===== src/rtl/multi_queue_fifo_with_address_search_unit_macros.svh =====
// Assertion macros shared by the multi-queue FIFO RTL.
`ifndef MULTI_QUEUE_FIFO_WITH_ADDRESS_SEARCH_UNIT_MACROS_SVH
`define MULTI_QUEUE_FIFO_WITH_ADDRESS_SEARCH_UNIT_MACROS_SVH

// Same-cycle implication, disabled while reset is asserted.
`define MQF_ASSERT_IMP(lbl, clk_s, rstn_s, ante, cons, msg) \
  lbl: assert property (@(posedge clk_s) disable iff (!rstn_s) (ante) |-> (cons)) \
    else $error(msg);

// Next-cycle implication, disabled while reset is asserted.
`define MQF_ASSERT_NXT(lbl, clk_s, rstn_s, ante, cons, msg) \
  lbl: assert property (@(posedge clk_s) disable iff (!rstn_s) (ante) |=> (cons)) \
    else $error(msg);

`endif


===== src/rtl/mqf_pkg.sv =====
// Types and codes shared by the multi-queue FIFO modules.
package mqf_pkg;

  localparam logic [1:0] REQ_PUSH = 2'd0;
  localparam logic [1:0] REQ_POP  = 2'd1;
  localparam logic [1:0] REQ_PEEK = 2'd2;
  localparam logic [1:0] REQ_FIND = 2'd3;

  localparam logic [1:0] STAT_OK       = 2'd0;
  localparam logic [1:0] STAT_DISABLED = 2'd1;
  localparam logic [1:0] STAT_EMPTY    = 2'd2;
  localparam logic [1:0] STAT_FULL     = 2'd3;

  typedef struct packed {
    logic [1:0]  req_type;
    logic [1:0]  queue_id;
    logic [31:0] address;
    logic [15:0] tag;
  } in_item_t;

  typedef struct packed {
    logic [1:0]  status;
    logic        found;
    logic [31:0] out_address;
    logic [15:0] out_tag;
    logic [3:0]  position;
    logic [4:0]  count;
  } out_item_t;

  typedef struct packed {
    logic [31:0] address;
    logic [15:0] tag;
  } slot_t;

  typedef enum logic [1:0] {
    S_IDLE,
    S_READ,
    S_SEARCH,
    S_DONE
  } state_t;

endpackage


===== src/rtl/mqf_slot_ram.sv =====
// Slot store: one write port and one read port with registered read data.
module mqf_slot_ram import mqf_pkg::*; #(
  parameter int SLOTS = 64
) (
  input  logic                     clk,
  input  logic                     we,
  input  logic [$clog2(SLOTS)-1:0] waddr,
  input  slot_t                    wdata,
  input  logic                     re,
  input  logic [$clog2(SLOTS)-1:0] raddr,
  output slot_t                    rdata
);

  slot_t slot_mem [SLOTS];
  slot_t rdata_r;

  always_ff @(posedge clk) begin
    if (we) begin
      slot_mem[waddr] <= wdata;
    end
    if (re) begin
      rdata_r <= slot_mem[raddr];
    end
  end

  assign rdata = rdata_r;

endmodule


===== src/rtl/mqf_ctrl.sv =====
// Request sequencer: queue pointers, enable register and the slot search walk.
`include "multi_queue_fifo_with_address_search_unit_macros.svh"

module mqf_ctrl import mqf_pkg::*; #(
  parameter int NUM_QUEUES  = 4,
  parameter int QUEUE_DEPTH = 16
) (
  input  logic                                       clk,
  input  logic                                       rst_n,
  input  logic                                       in_valid,
  output logic                                       in_stall,
  input  in_item_t                                   in_data,
  input  logic                                       cfg_we,
  input  logic [3:0]                                 cfg_wdata,
  output logic                                       ram_we,
  output logic [$clog2(NUM_QUEUES*QUEUE_DEPTH)-1:0]  ram_waddr,
  output slot_t                                      ram_wdata,
  output logic                                       ram_re,
  output logic [$clog2(NUM_QUEUES*QUEUE_DEPTH)-1:0]  ram_raddr,
  input  slot_t                                      ram_rdata,
  output logic                                       res_valid,
  input  logic                                       res_ready,
  output out_item_t                                  res_data
);

  localparam int SLOT_W = $clog2(NUM_QUEUES * QUEUE_DEPTH);
  localparam int HEAD_W = $clog2(QUEUE_DEPTH);
  localparam int CNT_W  = $clog2(QUEUE_DEPTH + 1);
  localparam int QID_W  = (NUM_QUEUES > 1) ? $clog2(NUM_QUEUES) : 1;
  localparam logic [HEAD_W:0]  RING_LEN = (HEAD_W + 1)'(QUEUE_DEPTH);
  localparam logic [CNT_W-1:0] CNT_FULL = CNT_W'(QUEUE_DEPTH);
  localparam logic [CNT_W-1:0] CNT_ONE  = CNT_W'(1);

  state_t                state_r, state_nxt;
  logic [3:0]            en_r, en_nxt;
  logic [HEAD_W-1:0]     head_r [NUM_QUEUES];
  logic [HEAD_W-1:0]     head_nxt [NUM_QUEUES];
  logic [CNT_W-1:0]      cnt_r [NUM_QUEUES];
  logic [CNT_W-1:0]      cnt_nxt [NUM_QUEUES];
  logic [QID_W-1:0]      q_r, q_nxt;
  logic [HEAD_W-1:0]     hsnap_r, hsnap_nxt;
  logic [HEAD_W-1:0]     cur_r, cur_nxt;
  logic [31:0]           key_r, key_nxt;
  logic [CNT_W-1:0]      cnt_q_r, cnt_q_nxt;
  out_item_t             res_r, res_nxt;

  logic                  in_acc;
  logic                  q_ok;
  logic                  en_hit;
  logic [QID_W-1:0]      qi;
  logic [HEAD_W-1:0]     hd;
  logic [CNT_W-1:0]      n;
  logic                  empty;
  logic                  full;
  logic                  srch_hit;
  logic                  srch_last;
  logic [NUM_QUEUES-1:0] rise;

  function automatic logic [HEAD_W-1:0] ring_add(input logic [HEAD_W-1:0] h,
                                                 input logic [HEAD_W-1:0] off);
    logic [HEAD_W:0] sum;
    sum = {1'b0, h} + {1'b0, off};
    if (sum >= RING_LEN) begin
      sum = sum - RING_LEN;
    end
    return sum[HEAD_W-1:0];
  endfunction

  function automatic logic [SLOT_W-1:0] slot_of(input logic [QID_W-1:0] qs,
                                                input logic [HEAD_W-1:0] h,
                                                input logic [HEAD_W-1:0] off);
    return SLOT_W'(qs * QUEUE_DEPTH) + SLOT_W'(ring_add(h, off));
  endfunction

  assign in_stall  = (state_r != S_IDLE);
  assign in_acc    = in_valid && !in_stall;
  assign q_ok      = (int'(in_data.queue_id) < NUM_QUEUES);
  assign en_hit    = q_ok && en_r[in_data.queue_id];
  assign qi        = QID_W'(in_data.queue_id);
  assign hd        = head_r[qi];
  assign n         = cnt_r[qi];
  assign empty     = (n == '0);
  assign full      = (n == CNT_FULL);
  assign srch_hit  = (ram_rdata.address == key_r);
  assign srch_last = (cur_r == '0);
  assign rise      = NUM_QUEUES'(cfg_wdata & ~en_r);
  assign res_valid = (state_r == S_DONE);
  assign res_data  = res_r;

  always_comb begin
    state_nxt = state_r;
    case (state_r)
      S_IDLE: begin
        if (in_valid) begin
          if (!en_hit) begin
            state_nxt = S_DONE;
          end else begin
            case (in_data.req_type)
              REQ_POP, REQ_PEEK: state_nxt = empty ? S_DONE : S_READ;
              REQ_FIND:          state_nxt = empty ? S_DONE : S_SEARCH;
              default:           state_nxt = S_DONE;
            endcase
          end
        end
      end
      S_READ: state_nxt = S_DONE;
      S_SEARCH: begin
        if (srch_hit || srch_last) begin
          state_nxt = S_DONE;
        end
      end
      S_DONE: begin
        if (res_ready) begin
          state_nxt = S_IDLE;
        end
      end
      default: state_nxt = S_IDLE;
    endcase
  end

  always_comb begin
    ram_we    = 1'b0;
    ram_waddr = slot_of(qi, hd, HEAD_W'(n));
    ram_wdata = '{address: in_data.address, tag: in_data.tag};
    ram_re    = 1'b0;
    ram_raddr = '0;
    en_nxt    = en_r;
    head_nxt  = head_r;
    cnt_nxt   = cnt_r;
    q_nxt     = q_r;
    hsnap_nxt = hsnap_r;
    cur_nxt   = cur_r;
    key_nxt   = key_r;
    cnt_q_nxt = cnt_q_r;
    res_nxt   = res_r;
    case (state_r)
      S_IDLE: begin
        if (in_valid) begin
          q_nxt     = qi;
          hsnap_nxt = hd;
          key_nxt   = in_data.address;
          res_nxt   = '0;
          if (!en_hit) begin
            res_nxt.status = STAT_DISABLED;
          end else begin
            case (in_data.req_type)
              REQ_PUSH: begin
                if (full) begin
                  res_nxt.status = STAT_FULL;
                  res_nxt.count  = 5'(n);
                end else begin
                  ram_we         = 1'b1;
                  cnt_nxt[qi]    = n + CNT_ONE;
                  res_nxt.status = STAT_OK;
                  res_nxt.count  = 5'(n + CNT_ONE);
                end
              end
              REQ_POP, REQ_PEEK: begin
                if (empty) begin
                  res_nxt.status = STAT_EMPTY;
                end else begin
                  ram_re    = 1'b1;
                  ram_raddr = slot_of(qi, hd, '0);
                  if (in_data.req_type == REQ_POP) begin
                    head_nxt[qi] = ring_add(hd, HEAD_W'(1));
                    cnt_nxt[qi]  = n - CNT_ONE;
                    cnt_q_nxt    = n - CNT_ONE;
                  end else begin
                    cnt_q_nxt = n;
                  end
                end
              end
              REQ_FIND: begin
                // The walk starts at the tail so the first match is the newest.
                res_nxt.status = STAT_OK;
                if (!empty) begin
                  ram_re    = 1'b1;
                  ram_raddr = slot_of(qi, hd, HEAD_W'(n - CNT_ONE));
                  cur_nxt   = HEAD_W'(n - CNT_ONE);
                  cnt_q_nxt = n;
                end
              end
              default: ;
            endcase
          end
        end
      end
      S_READ: begin
        res_nxt             = '0;
        res_nxt.status      = STAT_OK;
        res_nxt.found       = 1'b1;
        res_nxt.out_address = ram_rdata.address;
        res_nxt.out_tag     = ram_rdata.tag;
        res_nxt.count       = 5'(cnt_q_r);
      end
      S_SEARCH: begin
        res_nxt        = '0;
        res_nxt.status = STAT_OK;
        res_nxt.count  = 5'(cnt_q_r);
        if (srch_hit) begin
          res_nxt.found       = 1'b1;
          res_nxt.out_address = ram_rdata.address;
          res_nxt.out_tag     = ram_rdata.tag;
          res_nxt.position    = 4'(cur_r);
        end else if (!srch_last) begin
          ram_re    = 1'b1;
          ram_raddr = slot_of(q_r, hsnap_r, cur_r - HEAD_W'(1));
          cur_nxt   = cur_r - HEAD_W'(1);
        end
      end
      S_DONE: ;
      default: ;
    endcase
    // A queue that becomes enabled starts out empty.
    if (cfg_we) begin
      en_nxt = cfg_wdata;
      for (int i = 0; i < NUM_QUEUES; i++) begin
        if (rise[i]) begin
          head_nxt[i] = '0;
          cnt_nxt[i]  = '0;
        end
      end
    end
  end

  always_ff @(posedge clk) begin
    if (!rst_n) begin
      state_r <= S_IDLE;
      en_r    <= '0;
      for (int i = 0; i < NUM_QUEUES; i++) begin
        head_r[i] <= '0;
        cnt_r[i]  <= '0;
      end
    end else begin
      state_r <= state_nxt;
      en_r    <= en_nxt;
      head_r  <= head_nxt;
      cnt_r   <= cnt_nxt;
    end
  end

  always_ff @(posedge clk) begin
    q_r     <= q_nxt;
    hsnap_r <= hsnap_nxt;
    cur_r   <= cur_nxt;
    key_r   <= key_nxt;
    cnt_q_r <= cnt_q_nxt;
    res_r   <= res_nxt;
  end

  `MQF_ASSERT_IMP(a_we_on_accept, clk, rst_n, ram_we, in_acc, "slot write without accepted push")
  `MQF_ASSERT_IMP(a_cursor_range, clk, rst_n, state_r == S_SEARCH, CNT_W'(cur_r) < cnt_q_r, "search cursor beyond queue count")
  `MQF_ASSERT_NXT(a_res_hold, clk, rst_n, res_valid && !res_ready, res_valid && $stable(res_r), "pending result changed")

endmodule


===== src/rtl/multi_queue_fifo_with_address_search_unit.sv =====
// Usage:
// Several FIFO queues share one slot memory. A transaction on the in_ channel
// pushes, pops, peeks at the head of, or searches one queue for the newest
// entry with a given address; every transaction yields exactly one result
// transaction on the out_ channel with status and queue count (0 if disabled).
// cfg_we/cfg_wdata write the queue enable mask; a queue whose bit rises is
// emptied. Write it only while no transaction is in flight.
// A push, an error or a search of an empty queue goes straight from input
// accept to the result; pop and peek first read the head slot, and a search
// reads up to QUEUE_DEPTH entries, newest first, until a match. A new input
// is taken only after the previous result has been loaded into the output
// register. The search cost comes from the single read port of the slot
// memory, which the search walk reads one entry per cycle.
// A result waits in the output register while out_stall is high, and the
// block can meanwhile accept and work on the next transaction.
// Reset (rst_n low, synchronous) disables all queues, empties them and
// drops any pending result; slot contents are not cleared.
`include "multi_queue_fifo_with_address_search_unit_macros.svh"

module multi_queue_fifo_with_address_search_unit import mqf_pkg::*; #(
  parameter int NUM_QUEUES  = 4,
  parameter int QUEUE_DEPTH = 16
) (
  input  logic       clk,
  input  logic       rst_n,
  input  logic       in_valid,
  output logic       in_stall,
  input  in_item_t   in_data,
  output logic       out_valid,
  input  logic       out_stall,
  output out_item_t  out_data,
  input  logic       cfg_we,
  input  logic [3:0] cfg_wdata
);

  localparam int SLOT_TOTAL = NUM_QUEUES * QUEUE_DEPTH;
  localparam int SLOT_W     = $clog2(SLOT_TOTAL);

  logic              ram_we;
  logic [SLOT_W-1:0] ram_waddr;
  slot_t             ram_wdata;
  logic              ram_re;
  logic [SLOT_W-1:0] ram_raddr;
  slot_t             ram_rdata;
  logic              res_valid;
  logic              res_ready;
  out_item_t         res_data;
  logic              res_load;
  logic              out_valid_r, out_valid_nxt;
  out_item_t         out_data_r;

  mqf_ctrl #(
    .NUM_QUEUES  (NUM_QUEUES),
    .QUEUE_DEPTH (QUEUE_DEPTH)
  ) u_ctrl (
    .clk       (clk),
    .rst_n     (rst_n),
    .in_valid  (in_valid),
    .in_stall  (in_stall),
    .in_data   (in_data),
    .cfg_we    (cfg_we),
    .cfg_wdata (cfg_wdata),
    .ram_we    (ram_we),
    .ram_waddr (ram_waddr),
    .ram_wdata (ram_wdata),
    .ram_re    (ram_re),
    .ram_raddr (ram_raddr),
    .ram_rdata (ram_rdata),
    .res_valid (res_valid),
    .res_ready (res_ready),
    .res_data  (res_data)
  );

  mqf_slot_ram #(
    .SLOTS (SLOT_TOTAL)
  ) u_slot_ram (
    .clk   (clk),
    .we    (ram_we),
    .waddr (ram_waddr),
    .wdata (ram_wdata),
    .re    (ram_re),
    .raddr (ram_raddr),
    .rdata (ram_rdata)
  );

  // The output register takes a new result when empty or being drained.
  assign res_ready = !out_valid_r || !out_stall;
  assign res_load  = res_valid && res_ready;

  always_comb begin
    if (res_load) begin
      out_valid_nxt = 1'b1;
    end else if (!out_stall) begin
      out_valid_nxt = 1'b0;
    end else begin
      out_valid_nxt = out_valid_r;
    end
  end

  always_ff @(posedge clk) begin
    if (!rst_n) begin
      out_valid_r <= 1'b0;
    end else begin
      out_valid_r <= out_valid_nxt;
    end
  end

  always_ff @(posedge clk) begin
    if (res_load) begin
      out_data_r <= res_data;
    end
  end

  assign out_valid = out_valid_r;
  assign out_data  = out_data_r;

  `MQF_ASSERT_IMP(a_nofound_zero, clk, rst_n, out_valid && !out_data.found, out_data.out_address == '0 && out_data.out_tag == '0 && out_data.position == '0, "entry fields set without found")
  `MQF_ASSERT_IMP(a_err_nofound, clk, rst_n, out_valid && out_data.status != STAT_OK, !out_data.found, "error status with found entry")
  `MQF_ASSERT_IMP(a_dis_count, clk, rst_n, out_valid && out_data.status == STAT_DISABLED, out_data.count == '0, "disabled queue reports a count")

endmodule

===== config.mk =====
export PLATFORM = sky130hd
export DESIGN_NAME = multi_queue_fifo_with_address_search_unit
export DESIGN_NICKNAME = d
export VERILOG_FILES = /design/src/rtl/mqf_pkg.sv /design/src/rtl/mqf_slot_ram.sv /design/src/rtl/mqf_ctrl.sv /design/src/rtl/multi_queue_fifo_with_address_search_unit.sv
export VERILOG_INCLUDE_DIRS = /design/src /design/src/rtl
export SDC_FILE = /design/constraint.sdc
export NUM_CORES = 2
export LEC_CHECK = 0
export ABC_CLOCK_PERIOD_IN_PS = 5800
export BUFFER_PORTS_ARGS = -buffer_cell sky130_fd_sc_hd__buf_2
export CAP_MARGIN = 20
export CELL_PAD_IN_SITES_DETAIL_PLACEMENT = 1
export CELL_PAD_IN_SITES_GLOBAL_PLACEMENT = 2
export CORE_MARGIN = 1.5
export CORE_UTILIZATION = 41
export DETAILED_ROUTE_END_ITERATION = 10
export PLACE_DENSITY_LB_ADDON = 0.1
export SLEW_MARGIN = 20
export SYNTH_ARGS = -nofsm -noshare
export SYNTH_HDL_FRONTEND = slang
export SYNTH_SLANG_ARGS = --single-unit

===== constraint.sdc =====
create_clock -name clk -period 5.8 [get_ports clk]
set_input_delay 0.58 -clock clk [delete_from_list [all_inputs] [get_ports clk]]
set_output_delay 0.58 -clock clk [all_outputs]
set_load 0.05 [all_outputs]

==> results by group <==
Outcome
  – Outcome: completed

STA
  – Worst slew pin tran: 1.17 ns
  – Worst Skew: 0.0455 ns
  – Final hold viol count: 0
  – Slew Limit Fails: 0
  – Final setup viols: 0
  – Clock period minus worst slack: 5.40 ns
  – Relative slew slack: 22.0%
  – Period utilization: 93.2%
  – Maximum clock frequency: 185 MHz
  – Unrepaired setup endpoints after global routing: false
  – Setup TNS: 0 ns

Clock network
  – CTS Sinks: 3,330
  – Clock tree buffer depth: 4
  – CTS tree: yes
  – H-tree depth: 5
  – # Post-CTS Setup Buffers: 0
  – Worst skew pair latency: 0.96 ns
  – Hold buffers post-CTS: 12
  – Post-cts resize count: 0
  – Clk pin slew, worst setup/hold paths: 0.06 ns
  – Root buf cell: clkbuf_16
  – Num CTS Buffers: 366

Power
  – Leakage power: 53.0 nW
  – Power per standard cell area: 439 mW/mm^2
  – Overall power: 0.0671 W
  – Max VDD drop: 270 uV

Route
  – Pre-antenna DRT Iters: 5
  – Antenna viol nets, final: 0
  – WL/cell: 33.3 um
  – Via count: 87,100
  – Drt initial violations: 9,982
  – Post-route DRC: 0
  – Number of vias per cell: 5.97
  – Routed wire length: 486 mm

Placement
  – Placed wire-length estimate: 283 mm
  – Routability cong.: 0.813
  – PortBufs: 122

Worst setup path
  – R2R depth: 15
  – CP Buf/Inv Count: 4
  – Worst path depth: 15
  – R2r endpoint: u_slot_ram.rdata[7]
  – Critical path class: register to register
  – Setup crit end: u_slot_ram.rdata[7]
  – CP Capture Type: register
  – R2r setup slk: 0.40 ns
  – Critical Path Fanout Max: 22
  – CP startpoint kind: register
  – Delay-heaviest family, CP: simple AND/OR/NAND/NOR gates
  – R2r startpoint: u_slot_ram.rdata[46]
  – CP startpoint: u_slot_ram.rdata[46]
  – WP data required: 6.47 ns
  – Crit path cell chain: xor2_1 -> nor4_1 -> buf_4 -> nand4_1 -> nor2_1 -> o21ai_4 -> buf_12 -> buf_12 -> buf_4 -> nand2_1 -> and3_1 -> a31oi_1 -> a221oi_1 -> o22ai_1 -> or3_1
  – Slowest stage delay, CP: 0.70 ns
  – Critical path's slowest cell: edfxtp_1
  – Critical Path AT: 6.07 ns

Layout
  – Most frequent cells in the layout: edfxtp_1, nand2_1, nand3_1, a31oi_1, buf_4
  – Nets: 10,200
  – Fillcell total: 31,500
  – Area Overhead vs Synth: 16.6%
  – Share of cells above drive strength 1: 12.6%
  – Commonest non-fill, non-tap cell in the layout: edfxtp_1

GRT
  – Vias in the first global route: 86,900
  – GRT overflow: 0
  – First-pass GRT wire length: 679 mm
  – Largest net degree at the start of global routing: 100
  – Total track usage: 29.6%
  – Initial antenna violation count: 38

Synth
  – Main synth FF type: edfxtp_1
  – Mapped Cells: 9,682
  – Synth cell types: 64
  – Post-synthesis async set-or-reset flop share: 0%
  – Yosys warns: 0
  – Synth Area per Inst: 13.5 um^2
  – Post-synth top area share: 75.3%
  – Number of synthesized flops with an enable pin: 3,287
  – Largest area contributor in the netlist: edfxtp_1
  – Cell Area, Synth: 0.131 mm^2
  – Synth area leaders: edfxtp_1, nand2_1, nand3_1
  – Post-synthesis net count: 9,768
  – Seq/Total Area, Yosys: 76.0%
  – #FFs+latches synth: 3,330

Floorplan
  – Starting Density: 41.2%
  – Die width: 568 um
  – Die Ht: 568 um
  – # IOs: 123
  – Die Area: 0.323 mm^2
  – # rows: 207
  – Core area: 0.318 mm^2

Flow run
  – Max cap viols: 0

Min path
  – HP Class: input pin to register
[stage by stage]
step                utilization (%)  setup WS, ns  instance area, um^2  hold WS [ns]  instances
CTS                            48.0         0.461               153000         0.162      14600
floorplan                         -         0.269               131000         0.400       9682
detailed placement             44.5         0.187               141000         0.406      13900
finish                         48.1         0.395               153000         0.181      14600
global placement               44.5         0.193               141000         0.402      13900
global route                   48.1         0.367               153000         0.197      14600
[registers in the layout, summed over array words and instances (netlist names)]
register	flops
u_ctrl.head_r	16
u_slot_ram.slot_mem	3072
u_ctrl.cnt_q_r	5
u_slot_ram.rdata	48
u_ctrl.cur_r	4
out_valid	1
u_ctrl.state_r	2
u_ctrl.q_r	2
u_ctrl.cnt_r	20
u_ctrl.res_data	60
u_ctrl.hsnap_r	4
out_data	60
u_ctrl.en_r	4
u_ctrl.key_r	32
[cell usage after synthesis, drive strengths merged (3+ instances only)]
cell type,count
a211oi,98
a21o,7
a21oi,62
a221oi,87
a222oi,4
a22oi,10
a311o,3
a311oi,4
a31oi,443
a32o,91
a32oi,106
and2,57
and3,360
buf,255
clkbuf,386
dfxtp,43
edfxtp,3287
fa,3
ha,22
inv,19
mux2,4
mux2i,32
mux4,10
nand2,2911
nand2b,7
nand3,978
nand3b,4
nand4,9
nor2,130
nor2b,11
nor3,19
nor4,12
o211ai,3
o21ai,37
o22ai,49
or3,44
xnor2,17
xor2,40
[per-layer routing]
| metal | vias to the layer above | routed length (um) | track usage (%) | part of all wire, % |
|---|---|---|---|---|
| met4 | 8 | 16800 | 9.50 | 3.5 |
| li1 | 36900 | - | - | - |
| met2 | 3330 | 224000 | 47.0 | 46 |
| met1 | 46200 | 212000 | 42.4 | 44 |
| met5 | - | 53 | 0 | 0.011 |
| met3 | 721 | 32400 | 3.55 | 6.7 |
[area by class of cell]
type / instances / area, um^2 / share of cell area, %
clock inverter: 186 / 1400 / 0.915
multi-input combinational: 5692 / 29200 / 19.1
antenna: 2 / 5.00 / 0.00327
clock buffer: 462 / 9760 / 6.39
tap: 4180 / 5230 / 3.42
sequential: 3330 / 99600 / 65.1
inverter: 19 / 71.3 / 0.0467
timing repair buffer: 725 / 7640 / 5.00
[cells by family (layout without fill, tap and decap cells)]
kind of cell,count (synthesis),after routing,share of synthesized area [%]
and+or+nand+nor,4549,4549,15.0
muxes,46,46,0.451
DFF,3330,3330,76.0
buffers and inverters,660,1392,2.22
AOI/OAI and AO/OA,1015,1015,5.70
other,0,2,0
adders and majority gates,25,25,0.256
xor gates and xnor gates,57,57,0.387
[how the worst min path moves through the flow]
stage	startpoint	end	slack (ns)	cells past startpoint
final	in_data[36]	u_slot_ram.slot_mem[22][36]	0.18	1
after global routing	in_data[36]	u_slot_ram.slot_mem[22][36]	0.20	1
after CTS	in_valid	u_ctrl.cur_r[3]	0.16	3
after detailed placement	u_ctrl.res_data[0]	out_data[0]	0.41	0
after global placement	u_ctrl.res_data[58]	out_data[58]	0.40	0
after floorplan	u_ctrl.res_data[0]	out_data[0]	0.40	0
[power by group]
part,internal (W),switching (W)
registers,0.0273,0.000623
logic,0.00541,0.0116
clock network,0.0125,0.00972
total,0.0452,0.0219
(Power assumes the default switching activity.)
